[src/rtl/cfz_div.sv]
`timescale 1ns / 1ps
`default_nettype none
// ----------------------------------------------------------------------------
// cfz_div
// Restoring radix-2 divider, one quotient bit per cycle.
// ----------------------------------------------------------------------------
module cfz_div #(
  parameter int unsigned NUM_W = 25,
  parameter int unsigned DEN_W = 16
) (
  input  wire logic             clk_i,
  input  wire logic             rst_ni,
  input  wire logic             start_i,
  input  wire logic [NUM_W-1:0] num_i,
  input  wire logic [DEN_W-1:0] den_i,
  output logic      [NUM_W-1:0] quo_o,
  output logic                  busy_o
);

  localparam int unsigned CNT_W = (NUM_W > 1) ? $clog2(NUM_W) : 1;
  localparam logic [CNT_W-1:0] LAST_STEP = CNT_W'(NUM_W - 1);

  logic             busy_q;
  logic [CNT_W-1:0] cnt_q;
  logic [DEN_W-1:0] den_q;
  logic [DEN_W-1:0] rem_q, rem_d;
  logic [NUM_W-1:0] quo_q, quo_d;
  logic [DEN_W:0]   shifted;
  logic             fits;

  // one trial subtraction per cycle
  always_comb begin
    shifted = {rem_q, quo_q[NUM_W-1]};
    fits    = (shifted >= {1'b0, den_q});
    rem_d   = fits ? DEN_W'(shifted - {1'b0, den_q}) : shifted[DEN_W-1:0];
    quo_d   = {quo_q[NUM_W-2:0], fits};
  end

  // step control
  always_ff @(posedge clk_i or negedge rst_ni) begin
    if (!rst_ni) begin
      busy_q <= 1'b0;
      cnt_q  <= '0;
    end else if (start_i) begin
      busy_q <= 1'b1;
      cnt_q  <= '0;
    end else if (busy_q) begin
      cnt_q <= cnt_q + 1'b1;
      if (cnt_q == LAST_STEP) begin
        busy_q <= 1'b0;
      end
    end
  end

  // datapath
  always_ff @(posedge clk_i) begin
    if (start_i) begin
      den_q <= den_i;
      rem_q <= '0;
      quo_q <= num_i;
    end else if (busy_q) begin
      rem_q <= rem_d;
      quo_q <= quo_d;
    end
  end

  assign quo_o  = quo_q;
  assign busy_o = busy_q;

endmodule : cfz_div
`default_nettype wire

[config.mk]
export PLATFORM = sky130hd
export DESIGN_NAME = cfz_div
export DESIGN_NICKNAME = d
export VERILOG_FILES = /design/src/rtl/cfz_div.sv
export SDC_FILE = /design/constraint.sdc
export NUM_CORES = 1
export LEC_CHECK = 0
export BUFFER_PORTS_ARGS = -buffer_cell sky130_fd_sc_hd__buf_2
export CORE_UTILIZATION = 40
export DETAILED_ROUTE_END_ITERATION = 10
export PLACE_DENSITY = 0.71
export SKIP_LAST_GASP = 1
export SYNTH_ARGS = -nofsm -noshare
export SYNTH_HDL_FRONTEND = slang
export SYNTH_SLANG_ARGS = --single-unit
[constraint.sdc]
create_clock -name clk_i -period 2.4 [get_ports clk_i]
set_input_delay 0.48 -clock clk_i [delete_from_list [all_inputs] [get_ports clk_i]]
set_output_delay 0.48 -clock clk_i [all_outputs]
set_load 0.03 [all_outputs]
==> run metrics, run 1 <==
Core ar.=8380 µm²; Slew Viols, Final=0; Routed WL=7820 µm; Post-synth top flop=edfxtp_1; Worst Hold Depth=1; Cell Area, Placed=4030 µm²; Mapped Area=3520 µm²; Final Skew=14.1 ps; Sw Pwr=0.00147 W; Starting Density=0.420; setup slack after layout=98.6 ps; type of the tightest min-delay check=input pin to flop; vias in the first global route=2565; Comb power frac=0.385; Die Span Y=95.8 µm; Distinct cells, synth=53; CTS H-tree depth=3; syn avg cell area=10.8 µm²; DRT iter0 DRCs=288; Synth Area in XOR/XNOR=0.0398; max_cap viols=0; Setup-failing EPs final=0; post-synthesis simple-gate area fraction=0.113; min-delay src=den_i[0]; Ys Warns=0; count of buffers from port buffering=69; sw frac=0.375; Post-synth EDFFs=41; Setup crit start=rem_q[7]$_SDFFE_PP0P_; CTS Buf Count=9; Die X=95.8 µm; Max IR drop VDD=0.497 mV; CP Capture Type=flop; share of cells above drive strength 1=0.339; Worst EP arrival=2540 ps; hold path endpoint=den_q[0]$_DFFE_PP_; Worst-Margin Slew=706 ps; largest family of logic cells by synthesized area=compound AO/OA/AOI/OAI gates; max_slew headroom=0.528; post-synthesis cell count=326; #FFs+latches synth=63; initial antenna violation count=0; endpoints failing hold=0; Rows=33; internal power=0.00245 W; clk slew on worst S/H paths=70 ps; WHS=319 ps; Post-Synth Adder-Cell Area=0.0696; worst r2r src=rem_q[7]$_SDFFE_PP0P_; mux cell area share after synthesis=0.0796; GPL Wtd Cong=0.955; WL/cell=15.1 µm; DP HPWL=5740 µm; first-pass GRT wire length=12100 µm; DRC=0; Clock Power Share=0.239; Critical Path Start Type=flop; DR vias/cell=5.47; ANT cells=0; Initial DRT Pass Iterations=5; most frequent cells in the layout=buf_2, edfxtp_1, nor2_1; largest net degree at the start of global routing=27; final period utilization=0.959; Worst-Skew Late Latency=340 ps; achievable frequency=435 MHz; Lkg Pwr=1.81 nW; Die ar.=9180 µm²; Yosys top cell area share=0.350; minimum clock period=2300 ps; worst-case reg-to-reg path depth=8; critical path peak fanout=10; Yosys top cell by area=edfxtp_1; Synth-to-Final Area Change=21.3%; gr usage total=0.177; ranking of synthesized cells by area=edfxtp_1, dfxtp_1, mux2_2; syn_nets=389; Flop pwr share=0.376; Setup Slack @ Placement=50.5 ps; Tot Pwr=0.00392 W; CTS max path bufs=2; DR vias=2832; GRT Residual Overflow=0; RSZ-0062 raised after global routing=true; FFs w/ async S/R, synth=0.0952; CTS sink cnt=63; Req. time, crit path=2640 ps; PD cells=917 nW/µm²; complex-gate fraction of the synthesized area=0.169; Final ANT Viol Nets=0; sequential area share after synthesis=0.483; fin area=4270 µm²; commonest non-fill, non-tap cell in the layout=buf_2; total negative setup slack=0 ps; Reg-to-Reg End=rem_q[11]$_SDFFE_PP0P_; WS Path Type=flop to flop; Clock Tree Root=clkbuf_8; slack of the worst reg-to-reg path=100 ps; CTS tree=done; status=completed; IO Count=70; NumNets Final=471
-- worst max-delay path by stage --
| stage | depth (start not counted) | endpoint | slack, ps |
|---|---|---|---|
| 2_1_floorplan | 9 | rem_q[8]$_SDFFE_PP0P_ | 100 |
| 3_3_place_gp | 7 | rem_q[11]$_SDFFE_PP0P_ | 100 |
| 3_5_place_dp | 8 | rem_q[6]$_SDFFE_PP0P_ | 50 |
| 4_1_cts | 8 | rem_q[7]$_SDFFE_PP0P_ | 50 |
| 5_1_grt | 9 | rem_q[8]$_SDFFE_PP0P_ | -6 |
| 6_report | 8 | rem_q[11]$_SDFFE_PP0P_ | 100 |
-- flip-flops by register name, summed over array words and instances (netlist names) --
signal / flops
den_q: 16
cnt_q: 5
busy_o: 1
quo_o: 25
rem_q: 16
-- kinds of logic after synthesis --
| kind of cell | Yosys count |
|---|---|
| adder cells (fa/ha/maj) | 19 |
| XOR/XNOR | 16 |
| flip-flops | 63 |
| AO/OA/AOI/OAI | 79 |
| buffers and inverters | 39 |
| AND/OR/NAND/NOR | 85 |
| multiplexers | 25 |
-- layout make-up --
| cell class | count | area [µm²] |
|---|---|---|
| inverters | 25 | 93.8 |
| fillers | 752 | 4110 |
| flip-flops and latches | 63 | 1700 |
| repair buffers | 84 | 460 |
| multi-input cells | 225 | 1680 |
| well taps | 105 | 131 |
| clock inverters | 6 | 70.1 |
| clock buffers | 10 | 138 |
-- metrics by stage --
step | utilization | cells
after floorplan | - | 326
after global placement | 0.481 | 499
after detailed placement | 0.481 | 499
after CTS | 0.507 | 516
after global routing | 0.510 | 518
final | 0.510 | 518
-- repair_timing --
item,4_1_cts,5_1_grt
endpoints found under the setup margin,0,15
hold endpoints to repair,6,0
gates resized for setup,0,3
hold buffers,1,0
setup buffers,0,1
-- cells in the mapped netlist (2+ instances only) --
library cell,count
a41oi_2,2
a31oi_1,3
buf_2,3
o21ai_0,6
o211ai_1,8
a211oi_1,2
edfxtp_1,41
nand4b_1,2
o31ai_1,3
dfxtp_1,16
o41ai_1,2
ha_1,18
nand4_1,10
nand3_1,7
inv_1,25
nand2_2,2
mux2_2,24
clkbuf_1,8
nand2b_1,4
nand2_1,22
dfrtp_1,6
a311oi_1,6
a21o_1,5
a21oi_2,3
xor2_1,5
and2_1,3
nor2_1,29
a21oi_1,16
o21ai_1,9
xnor2_1,11
o311ai_1,2
nor3_1,2
-- power by group through the flow --
stage                     registers (W)  logic [W]  clock network, W
final                           0.00147    0.00151          0.000936
after global routing            0.00149    0.00165          0.000999
after CTS                       0.00147    0.00147          0.000956
after detailed placement        0.00149    0.00146                 0
after global placement          0.00149    0.00144                 0
after floorplan                 0.00154    0.00102                 0
-- worst max-delay path, stage by stage (launching register included) --
cell	delay [ps]
dfxtp_1	360
ha_1	450
nand3_1	160
nor4_1	410
nor2_1	120
o21ai_2	130
buf_4	190
nor2_2	90
o31ai_1	290
-- layer usage --
metal / up-vias / GRT usage / share of wire
met1: 1309 / 0.242 / 0.44
met2: 134 / 0.263 / 0.47
met3: 17 / 0.0506 / 0.075
li1: 1372 / - / -
met4: 0 / 0.0721 / 0.018
met5: - / 0 / 0
Note: power is estimated with default switching activity, not from simulation.
==> inputs of run 2 (changes only) <==
--- a/config.mk
+++ b/config.mk
@@ -5,6 +5,7 @@
 export SDC_FILE = /design/constraint.sdc
 export NUM_CORES = 1
 export LEC_CHECK = 0
+export ABC_AREA = 1
 export BUFFER_PORTS_ARGS = -buffer_cell sky130_fd_sc_hd__buf_2
 export CORE_UTILIZATION = 40
 export DETAILED_ROUTE_END_ITERATION = 10
==> run 2 against run 1 <==
  * Clock skew up 1.9 ps
  * Fmax up 6.0%
  * Wire length up 6.9%
  * Combinational power up 38%
  * Clock power down 4.3%
  * Worst setup slack better by 130 ps
  * The run now ends with DRC left
  * Critical endpoint is now rem_q[0]$_SDFFE_PP0P_
  * Final area up 1.9%
  * Critical path depth up 1
==> run metrics, run 2 <==
status=finished with violations; violated checks=DRC; clk slew on worst S/H paths=80 ps; Final Skew=16.0 ps; most frequent cells in the layout=nand2_1, inv_1, buf_2; Worst EP arrival=2440 ps; minimum clock period=2170 ps; share of cells above drive strength 1=0.179; CTS Buf Count=9; largest net degree at the start of global routing=43; max_cap viols=0; NumNets Final=618; Ys Warns=0; CTS tree=done; min-delay src=den_i[14]; Starting Density=0.419; Die X=98.0 µm; Initial DRT Pass Iterations=8; IO Count=70; Post-synth EDFFs=41; Yosys top cell by area=edfxtp_1; Synth-to-Final Area Change=18.0%; GRT Residual Overflow=0; CP Capture Type=flop; setup bufs post-CTS=0; Rows=34; CTS-repair resized insts=0; ranking of synthesized cells by area=edfxtp_1, nand2_1, dfxtp_1; most common library cells after synthesis=nand2_1, inv_1, edfxtp_1, nand3_1; Mapped Area=3690 µm²; ANT cells=0; WL/cell=12.5 µm; DRC=1; syn_nets=544; Slew Viols, Final=0; fillers=832; Worst-Margin Slew=495 ps; Post-synth top flop=edfxtp_1; Core ar.=8810 µm²; Worst-Skew Late Latency=340 ps; Max IR drop VDD=0.478 mV; total negative setup slack=0 ps; slack of the worst reg-to-reg path=230 ps; initial antenna violation count=0; endpoints failing hold=0; gr usage total=0.187; Req. time, crit path=2670 ps; vias in the first global route=3239; commonest non-fill, non-tap cell in the layout=nand2_1; CTS sink cnt=63; max_slew headroom=0.668; PD cells=1030 nW/µm²; DRT iter0 DRCs=231; FFs w/ async S/R, synth=0.0952; max reg flops=25; DR vias=3269; GPL Wtd Cong=0.929; Clock Tree Root=clkbuf_8; first-pass GRT wire length=14500 µm; CTS H-tree depth=3; syn avg cell area=7.67 µm²; Yosys top cell area share=0.334; CTS max path bufs=2; Routed WL=8360 µm; achievable frequency=461 MHz; DR vias/cell=4.89; sequential area share after synthesis=0.461; Lkg Pwr=2.32 nW; Final ANT Viol Nets=0; Distinct cells, synth=34; count of buffers from port buffering=69; #FFs+latches synth=63; post-synthesis cell count=481; critical path peak fanout=18; Die Span Y=98.0 µm; WHS=305 ps; DP HPWL=6190 µm; RSZ-0062 raised after global routing=false; Setup-failing EPs final=0; Setup crit start=den_q[12]$_DFFE_PP_; WS Path Type=flop to flop; Critical Path Start Type=flop; Die ar.=9610 µm²; type of the tightest min-delay check=input pin to flop; CTS Hold Bufs=1; worst r2r src=den_q[12]$_DFFE_PP_; final period utilization=0.905; most frequent cell after synthesis=nand2_1
-- run 2: critical path, cell delays in order, from the launching register on --
cell and delay, ps:
edfxtp_1 330, inv_1 50, ha_1 350, a21oi_1 340, a21oi_2 130, nor2_4 400, nand2_4 220, nand2_1 130
nand3_1 70, o21ai_0 90
-- run 2: cells by family after synthesis --
| kind of cell | count (synthesis) | synth area share |
|---|---|---|
| buffers and inverters | 87 | 0.0932 |
| XOR/XNOR | 6 | 0.0142 |
| flip-flops | 63 | 0.461 |
| AND/OR/NAND/NOR | 280 | 0.323 |
| AO/OA/AOI/OAI | 26 | 0.0414 |
| adder cells (fa/ha/maj) | 19 | 0.0665 |
-- run 2: layer usage --
layer,up-vias,GRT usage,wire length [µm]
li1,1672,-,-
met1,1462,0.241,3890
met2,117,0.300,3660
met3,18,0.0451,615
met4,0,0.0793,190
met5,-,0,0
-- run 2: report_power, final --
part	switching, W	total [W]	internal (W)
logic	0.00134	0.00209	0.000744
registers	0.000137	0.00150	0.00137
clock network	0.000419	0.000896	0.000478
total	0.00190	0.00449	0.00259
-- run 2: path summary, 6_finish.rpt --
check                                              to  cells past startpoint
worst max-delay path            rem_q[0]$_SDFFE_PP0P_                      9
worst min-delay path              den_q[14]$_DFFE_PP_                      1
worst max register to register  rem_q[0]$_SDFFE_PP0P_                      9
worst min register to register   cnt_q[4]$_DFFE_PN0P_                      1
max in group asynchronous        cnt_q[4]$_DFFE_PN0P_                      2
min in group asynchronous            busy_o$_DFF_PN0_                      2
-- run 2: cell type report --
type	instances	area, µm²	area share
Tap cell	108	135	0.0310
Inverter	76	285	0.0655
Multi-Input combinational cell	331	1640	0.378
Clock buffer	10	128	0.0293
Timing Repair Buffer	74	398	0.0914
Clock inverter	6	62.6	0.0144
Sequential cell	63	1700	0.391
-- run 2: metrics by stage --
step	worst slack [ps]	cell area [µm²]	std cells	util	power [W]
floorplan	264	3690	481	-	0.00313
global placement	285	4150	651	0.472	0.00355
detailed placement	240	4150	651	0.472	0.00357
CTS	209	4350	668	0.494	0.00449
global route	34.7	4350	668	0.494	0.00487
finish	229	4350	668	0.494	0.00449
