==> config.mk <==
export PLATFORM = sky130hd
export DESIGN_NAME = cfz_lane
export DESIGN_NICKNAME = d
export VERILOG_FILES = /design/src/rtl/cfz_pkg.sv /design/src/rtl/cfz_div.sv /design/src/rtl/cfz_lane.sv
export SDC_FILE = /design/constraint.sdc
export NUM_CORES = 2
export LEC_CHECK = 0
export ABC_CLOCK_PERIOD_IN_PS = 15600
export BUFFER_PORTS_ARGS = -buffer_cell sky130_fd_sc_hd__buf_2
export CAP_MARGIN = 20
export CORE_ASPECT_RATIO = 1.2
export CORE_MARGIN = 2
export CORE_UTILIZATION = 55
export CTS_BUF_LIST = sky130_fd_sc_hd__clkbuf_2 sky130_fd_sc_hd__clkbuf_4 sky130_fd_sc_hd__clkbuf_8
export CTS_CLUSTER_SIZE = 8
export DETAILED_ROUTE_END_ITERATION = 7
export PLACE_DENSITY = 0.78
export SLEW_MARGIN = 10
export SYNTH_ARGS = -nofsm -noshare
export SYNTH_HDL_FRONTEND = slang
export SYNTH_SLANG_ARGS = --single-unit
==> constraint.sdc <==
create_clock -name clk_i -period 15.6 [get_ports clk_i]
set_input_delay 1.56 -clock clk_i [delete_from_list [all_inputs] [get_ports clk_i]]
set_output_delay 1.56 -clock clk_i [all_outputs]
set_load 0.005 [all_outputs]
==> src/rtl/cfz_pkg.sv <==
`timescale 1ns / 1ps
`default_nettype none
// ----------------------------------------------------------------------------
// cfz_pkg
// Shared types and constants of the cursor follow zoom viewport block.
// ----------------------------------------------------------------------------
package cfz_pkg;

  // fixed field widths
  localparam int unsigned ZOOM_W     = 16;
  localparam int unsigned SCREEN_W   = 13;
  localparam int unsigned MODE_W     = 3;
  localparam int unsigned CFG_IDX_W  = 3;
  localparam int unsigned CFG_DATA_W = 16;

  // mode codes
  localparam logic [MODE_W-1:0] MODE_CURSOR    = 3'd0;
  localparam logic [MODE_W-1:0] MODE_MAGNIFY   = 3'd1;
  localparam logic [MODE_W-1:0] MODE_UNMAGNIFY = 3'd2;
  localparam logic [MODE_W-1:0] MODE_ENLARGE   = 3'd3;
  localparam logic [MODE_W-1:0] MODE_SHRINK    = 3'd4;

  // register indexes
  localparam logic [CFG_IDX_W-1:0] REG_PRESET_ZOOM    = 3'd0;
  localparam logic [CFG_IDX_W-1:0] REG_ZOOM_STEP_UP   = 3'd1;
  localparam logic [CFG_IDX_W-1:0] REG_ZOOM_STEP_DOWN = 3'd2;
  localparam logic [CFG_IDX_W-1:0] REG_SCREEN_WIDTH   = 3'd3;
  localparam logic [CFG_IDX_W-1:0] REG_SCREEN_HEIGHT  = 3'd4;

  // register reset values
  localparam logic [ZOOM_W-1:0]   RST_PRESET_ZOOM    = 16'd512;
  localparam logic [ZOOM_W-1:0]   RST_ZOOM_STEP_UP   = 16'd64;
  localparam logic [ZOOM_W-1:0]   RST_ZOOM_STEP_DOWN = 16'd64;
  localparam logic [SCREEN_W-1:0] RST_SCREEN_WIDTH   = 13'd1920;
  localparam logic [SCREEN_W-1:0] RST_SCREEN_HEIGHT  = 13'd1080;

  // zoom constants, Q8.8
  localparam logic [ZOOM_W-1:0] ONE_Q88  = 16'd256;
  localparam logic [ZOOM_W-1:0] ZOOM_MAX = 16'hFFFF;

  // edge dead zone 0.1 as a 16-bit fraction
  localparam logic [12:0] DEAD_ZONE_Q16 = 13'd6554;

  // per-lane step strobes from the sequencer
  typedef struct packed {
    logic div_start;
    logic mul_en;
    logic prod_en;
    logic sub_en;
  } lane_ctl_t;

endpackage : cfz_pkg
`default_nettype wire

==> src/rtl/cfz_div.sv <==
`timescale 1ns / 1ps
`default_nettype none
// ----------------------------------------------------------------------------
// cfz_div
// Restoring radix-2 divider, one quotient bit per cycle.
// ----------------------------------------------------------------------------
module cfz_div #(
  parameter int unsigned NUM_W = 25,
  parameter int unsigned DEN_W = 16
) (
  input  wire logic             clk_i,
  input  wire logic             rst_ni,
  input  wire logic             start_i,
  input  wire logic [NUM_W-1:0] num_i,
  input  wire logic [DEN_W-1:0] den_i,
  output logic      [NUM_W-1:0] quo_o,
  output logic                  busy_o
);

  localparam int unsigned CNT_W = (NUM_W > 1) ? $clog2(NUM_W) : 1;
  localparam logic [CNT_W-1:0] LAST_STEP = CNT_W'(NUM_W - 1);

  logic             busy_q;
  logic [CNT_W-1:0] cnt_q;
  logic [DEN_W-1:0] den_q;
  logic [DEN_W-1:0] rem_q, rem_d;
  logic [NUM_W-1:0] quo_q, quo_d;
  logic [DEN_W:0]   shifted;
  logic             fits;

  // one trial subtraction per cycle
  always_comb begin
    shifted = {rem_q, quo_q[NUM_W-1]};
    fits    = (shifted >= {1'b0, den_q});
    rem_d   = fits ? DEN_W'(shifted - {1'b0, den_q}) : shifted[DEN_W-1:0];
    quo_d   = {quo_q[NUM_W-2:0], fits};
  end

  // step control
  always_ff @(posedge clk_i or negedge rst_ni) begin
    if (!rst_ni) begin
      busy_q <= 1'b0;
      cnt_q  <= '0;
    end else if (start_i) begin
      busy_q <= 1'b1;
      cnt_q  <= '0;
    end else if (busy_q) begin
      cnt_q <= cnt_q + 1'b1;
      if (cnt_q == LAST_STEP) begin
        busy_q <= 1'b0;
      end
    end
  end

  // datapath
  always_ff @(posedge clk_i) begin
    if (start_i) begin
      den_q <= den_i;
      rem_q <= '0;
      quo_q <= num_i;
    end else if (busy_q) begin
      rem_q <= rem_d;
      quo_q <= quo_d;
    end
  end

  assign quo_o  = quo_q;
  assign busy_o = busy_q;

endmodule : cfz_div
`default_nettype wire

==> src/rtl/cfz_lane.sv <==
`timescale 1ns / 1ps
`default_nettype none
// ----------------------------------------------------------------------------
// cfz_lane
// One axis lane: source size by division, and the cursor to viewport offset
// mapping through a short multiply pipeline.
// ----------------------------------------------------------------------------
module cfz_lane #(
  parameter int unsigned COORD_BITS      = 13,
  parameter int unsigned RECIP_FRAC_BITS = 16
) (
  input  wire logic                           clk_i,
  input  wire logic                           rst_ni,
  input  wire cfz_pkg::lane_ctl_t             ctl_i,
  input  wire logic [cfz_pkg::ZOOM_W-1:0]     zoom_i,
  input  wire logic [cfz_pkg::SCREEN_W-1:0]   size_i,
  input  wire logic [COORD_BITS-1:0]          coord_i,
  input  wire logic [RECIP_FRAC_BITS-1:0]     recip_i,
  output logic      [COORD_BITS-1:0]          view_o,
  output logic      [COORD_BITS-1:0]          offset_o,
  output logic                                busy_o
);
  import cfz_pkg::*;

  localparam int unsigned R      = RECIP_FRAC_BITS;
  localparam int unsigned VQ_W   = SCREEN_W + 8;
  localparam int unsigned M_W    = R + 20;
  localparam int unsigned MUL_W  = R + 2;
  localparam int unsigned POS_W  = COORD_BITS + MUL_W;
  localparam int unsigned MS_W   = SCREEN_W + MUL_W;
  localparam int unsigned SUB_W  = MS_W + 13;
  localparam int unsigned LIMP_W = SCREEN_W + R + 1;
  localparam int unsigned CMP_W  = (POS_W > MS_W) ? POS_W : MS_W;
  localparam int unsigned OFF_W  = CMP_W - R;
  localparam logic [VQ_W-1:0] VIEW_MAX = VQ_W'((1 << COORD_BITS) - 1);

  // source size divider: (size * 256) / zoom
  logic [VQ_W-1:0] view_quo;

  cfz_div #(
    .NUM_W (VQ_W),
    .DEN_W (ZOOM_W)
  ) u_view_div (
    .clk_i   (clk_i),
    .rst_ni  (rst_ni),
    .start_i (ctl_i.div_start),
    .num_i   ({size_i, 8'd0}),
    .den_i   (zoom_i),
    .quo_o   (view_quo),
    .busy_o  (busy_o)
  );

  // saturate source size, zero factor saturates unless the screen is empty
  always_comb begin
    if (zoom_i == '0) begin
      view_o = (size_i == '0) ? '0 : COORD_BITS'(VIEW_MAX);
    end else if (view_quo > VIEW_MAX) begin
      view_o = COORD_BITS'(VIEW_MAX);
    end else begin
      view_o = COORD_BITS'(view_quo);
    end
  end

  // gain: (1 - 1/f) * 65536 / 52428, done as 5m/4 * 65536/65535
  logic [R:0]       omr_d;
  logic [M_W-1:0]   m5, hi_part, lo_sum, mul_sum;
  logic             carry_fix;
  logic [MUL_W-1:0] mul_d;

  always_comb begin
    omr_d     = {1'b1, {R{1'b0}}} - {1'b0, recip_i};
    m5        = (M_W'(omr_d) << 2) + M_W'(omr_d);
    hi_part   = m5 >> 16;
    lo_sum    = M_W'(m5[15:0]) + hi_part;
    carry_fix = (lo_sum >= M_W'(16'hFFFF));
    mul_sum   = m5 + hi_part + M_W'(carry_fix);
    mul_d     = MUL_W'(mul_sum >> 2);
  end

  // multiply pipeline
  logic [MUL_W-1:0]    mul_q;
  logic [R:0]          omr_q;
  logic [POS_W-1:0]    pos_q;
  logic [MS_W-1:0]     ms_q, sub_q;
  logic [SCREEN_W-1:0] lim_q;
  logic [LIMP_W-1:0]   lim_prod;
  logic [SUB_W-1:0]    sub_prod;

  assign lim_prod = LIMP_W'(size_i) * LIMP_W'(omr_q);
  assign sub_prod = SUB_W'(ms_q) * SUB_W'(DEAD_ZONE_Q16);

  always_ff @(posedge clk_i) begin
    if (ctl_i.mul_en) begin
      mul_q <= mul_d;
      omr_q <= omr_d;
    end
    if (ctl_i.prod_en) begin
      pos_q <= POS_W'(coord_i) * POS_W'(mul_q);
      ms_q  <= MS_W'(size_i) * MS_W'(mul_q);
      lim_q <= lim_prod[R +: SCREEN_W];
    end
    if (ctl_i.sub_en) begin
      sub_q <= MS_W'(sub_prod >> 16);
    end
  end

  // subtract the dead zone, drop the fraction, clamp to the right edge
  logic [CMP_W-1:0] pos_w, sub_w, diff;
  logic [OFF_W-1:0] off_raw, off_lim;

  always_comb begin
    pos_w   = CMP_W'(pos_q);
    sub_w   = CMP_W'(sub_q);
    diff    = (pos_w > sub_w) ? (pos_w - sub_w) : '0;
    off_raw = OFF_W'(diff >> R);
    off_lim = (off_raw > OFF_W'(lim_q)) ? OFF_W'(lim_q) : off_raw;
    offset_o = COORD_BITS'(off_lim);
  end

endmodule : cfz_lane
`default_nettype wire

==> flow_metrics.tcl <==
set metrics [dict create \
    grt_pass1_vias 28900 \
    grt_max_degree 62 \
    synth_compound_area_share_pct 7.47 \
    syn_area_per_cell_um2 9.55 \
    syn_to_final_growth_pct 4.15 \
    timing.fmax_mhz 116 \
    synth_area_leader_cell "fa_1" \
    die_w_um 243 \
    postRouteAntennaNets 0 \
    clock_latency_ns 0.58 \
    synthArstFlopShare_pct 3.05 \
    min_path_type "register to register" \
    finalCritPeriodShare_pct 55.2 \
    cts_hold_buffers 0 \
    synth_mux_area_share_pct 0.592 \
    synth_common_cells "inv_1 (774), fa_1 (651), nand2_1 (488)" \
    drc 0 \
    tightest_slew_ns 1.01 \
    fp.dieArea_mm2 0.0709 \
    synth-simple-area-share_pct 14.8 \
    drt_iter0_markers 1624 \
    avgViaCountPerCell 5.59 \
    reg2reg_slack_ns 8.42 \
    synth_cell_types 80 \
    cts_sinks 197 \
    path_class "register to output pin" \
    synthMostInstantiatedCell "inv_1" \
    synth_area_leaders "fa_1 (34%), ha_1 (15%), edfxtp_1 (13%)" \
    drive_gt1_share_pct 4.71 \
    synth_xor_area_share_pct 3.37 \
    synth_seq_cells 197 \
    wl_um 87000 \
    synthAdderAreaFrac_pct 49.6 \
    finalSetupViolCount 0 \
    syn_inst 3960 \
    path_depth 28 \
    clock_path_buffers 2 \
    pre_cts_slack_ns 6.90 \
    initial_core_util_pct 55.5 \
    cp_top_family "compound AO/OA/AOI/OAI gates" \
    synthFlopType "edfxtp_1" \
    grt_pass1_wl_um 146000 \
    clock_skew_ns 0.0357 \
    syn_nets 5134 \
    root_buffer "clkbuf_8" \
    setup_ws_ns 6.99 \
    reg2reg_from "mul_q[8]$_DFFE_PP_" \
    ios 91 \
    wl_per_cell_um 17.9 \
    vias 27200 \
    tns_ns 0 \
    end_kind "output pin" \
    reg2reg_depth 24 \
    place_congestion 0.887 \
    cts_tree "built" \
    finalHoldViolCount 0 \
    cp_max_fo 13 \
    yosys_warnings 0 \
    cp.arrival_ns 7.05 \
    htreeDepth 4 \
    crit_required_ns 14.04 \
    synth_top_family_by_area "adder cells" \
    clk_pin_slew_worst_paths_ns 0.12 \
    synth_top_area_share_pct 34.4 \
    cp_slowest_stage_delay_ns 0.54 \
    final_nets 5113 \
    track_usage_pct 25.7 \
    cp-endpoint "offset_o[2]" \
    cp-startpoint "pos_q[1]$_DFFE_PP_" \
    firstDrtPassIters 6 \
    fp-row-count 105 \
    cts_made_buffers 17 \
    synth_edf_count 167 \
    relSlewSlack_pct 32.8 \
    path_buf_inv 2 \
    maxCapViolations 0 \
    status "finished, final reports clean" \
    core-area_mm2 0.0682 \
    worstReg2RegEnd "pos_q[29]$_DFFE_PP_" \
    synthesis.area_mm2 0.0378 \
    crit_path_frequent_cell "o21a_1" \
    postCtsResizedCells 0 \
    finalCriticalPeriod_ns 8.61 \
    synth_seq_area_share_pct 14.9 \
    final_max_slew_viol_count 0 \
    cts_setup_buffers 0 \
    antenna_found_initial 2 \
    grt_overflow 0 \
    crit_slowest_cell "o21ai_0" \
    dp_hpwl_um 68900 \
    die_h_um 291 \
    worstSetupStartpointType "register" \
    rsz0062_at_grt "false" \
    port_buffers 90 \
]
## how the worst min path moves through the flow
stage / to / from / slack [ns] / cells after the start
after floorplan: u_view_div.rem_q[15]$_SDFFE_PP0P_ / u_view_div.rem_q[15]$_SDFFE_PP0P_ / 0.45 / 2
after global placement: u_view_div.rem_q[15]$_SDFFE_PP0P_ / u_view_div.rem_q[15]$_SDFFE_PP0P_ / 0.46 / 2
after detailed placement: u_view_div.rem_q[15]$_SDFFE_PP0P_ / u_view_div.rem_q[15]$_SDFFE_PP0P_ / 0.47 / 2
after CTS: u_view_div.rem_q[15]$_SDFFE_PP0P_ / u_view_div.rem_q[15]$_SDFFE_PP0P_ / 0.49 / 2
after global routing: u_view_div.rem_q[15]$_SDFFE_PP0P_ / u_view_div.rem_q[15]$_SDFFE_PP0P_ / 0.50 / 2
final: u_view_div.rem_q[15]$_SDFFE_PP0P_ / u_view_div.rem_q[15]$_SDFFE_PP0P_ / 0.49 / 2
## layout by cell type, fill, tap and decap left out, drive strengths merged, types with 20 or more instances in the layout
master  synthesis  layout
a211oi         25      25
a21o           34      34
a21oi          77      77
a22o           24      24
and2          283     283
and3           21      21
buf             4     115
clkbuf        151      20
dfxtp          24      24
edfxtp        167     167
fa            651     651
ha            459     459
inv           774     782
nand2         488     488
nand2b         25      25
nand3          27      27
nor2          156     156
nor2b          24      24
nor3           45      45
o21a           42      42
o21ai          65      65
or3            22      22
xnor2          99      99
xor2           45      45
## flip-flops by register name (all words and copies together), names as in the netlist
signal             cells
mul_q                 18
sub_q                 28
u_view_div.busy_o      1
omr_q                 17
ms_q                  31
lim_q                 13
u_view_div.cnt_q       5
u_view_div.quo_o      21
pos_q                 31
u_view_div.rem_q      16
u_view_div.den_q      16
## logic make-up (layout without fill, tap and decap cells)
family	after synthesis	count (layout)
other	0	2
muxes	22	22
xor gates and xnor gates	144	144
buffers and inverters	929	921
AOI/OAI and AO/OA	403	403
DFF	197	197
and+or+nand+nor	1155	1155
adders and majority gates	1110	1110
## worst reg2reg max path: cells and delay by family, from the launching register on
family	cells	cell delay, ns
AOI/OAI and AO/OA	10	2.68
buffers and inverters	4	0.50
adders and majority gates	6	2.72
and+or+nand+nor	3	0.62
xor gates and xnor gates	1	0.07
DFF	1	0.35
## metal layers
metal / vias up / routed length (µm) / part of all wire [%] / global-route usage (%)
met5: - / 0 / 0 / 0
met4: 0 / 3280 / 3.8 / 10.4
met3: 178 / 4280 / 4.9 / 3.13
met2: 809 / 44700 / 51 / 45.1
met1: 13700 / 34800 / 40 / 32.1
li1: 12500 / - / - / -
## final cells by class
| cell class | instances | area, µm² |
|---|---|---|
| fillers | 5695 | 28800 |
| multi-input cells | 2834 | 28700 |
| flip-flops and latches | 197 | 5650 |
| inverters | 774 | 2910 |
| well taps | 909 | 1140 |
| repair buffers | 115 | 641 |
| clock buffers | 20 | 269 |
| clock inverters | 12 | 108 |
| diodes | 2 | 5.00 |
## through the flow
step	utilization [%]	instance area (µm²)	hold WS, ns	cells
2_1_floorplan	-	37800	0.451	3960
3_3_place_gp	57.2	39000	0.462	4829
3_5_place_dp	57.2	39000	0.473	4829
4_1_cts	57.8	39400	0.491	4861
5_1_grt	57.8	39400	0.501	4863
6_report	57.8	39400	0.492	4863
Power is not shown: default switching activity piles up to over one toggle a cycle in this logic, so the estimate is an artifact.
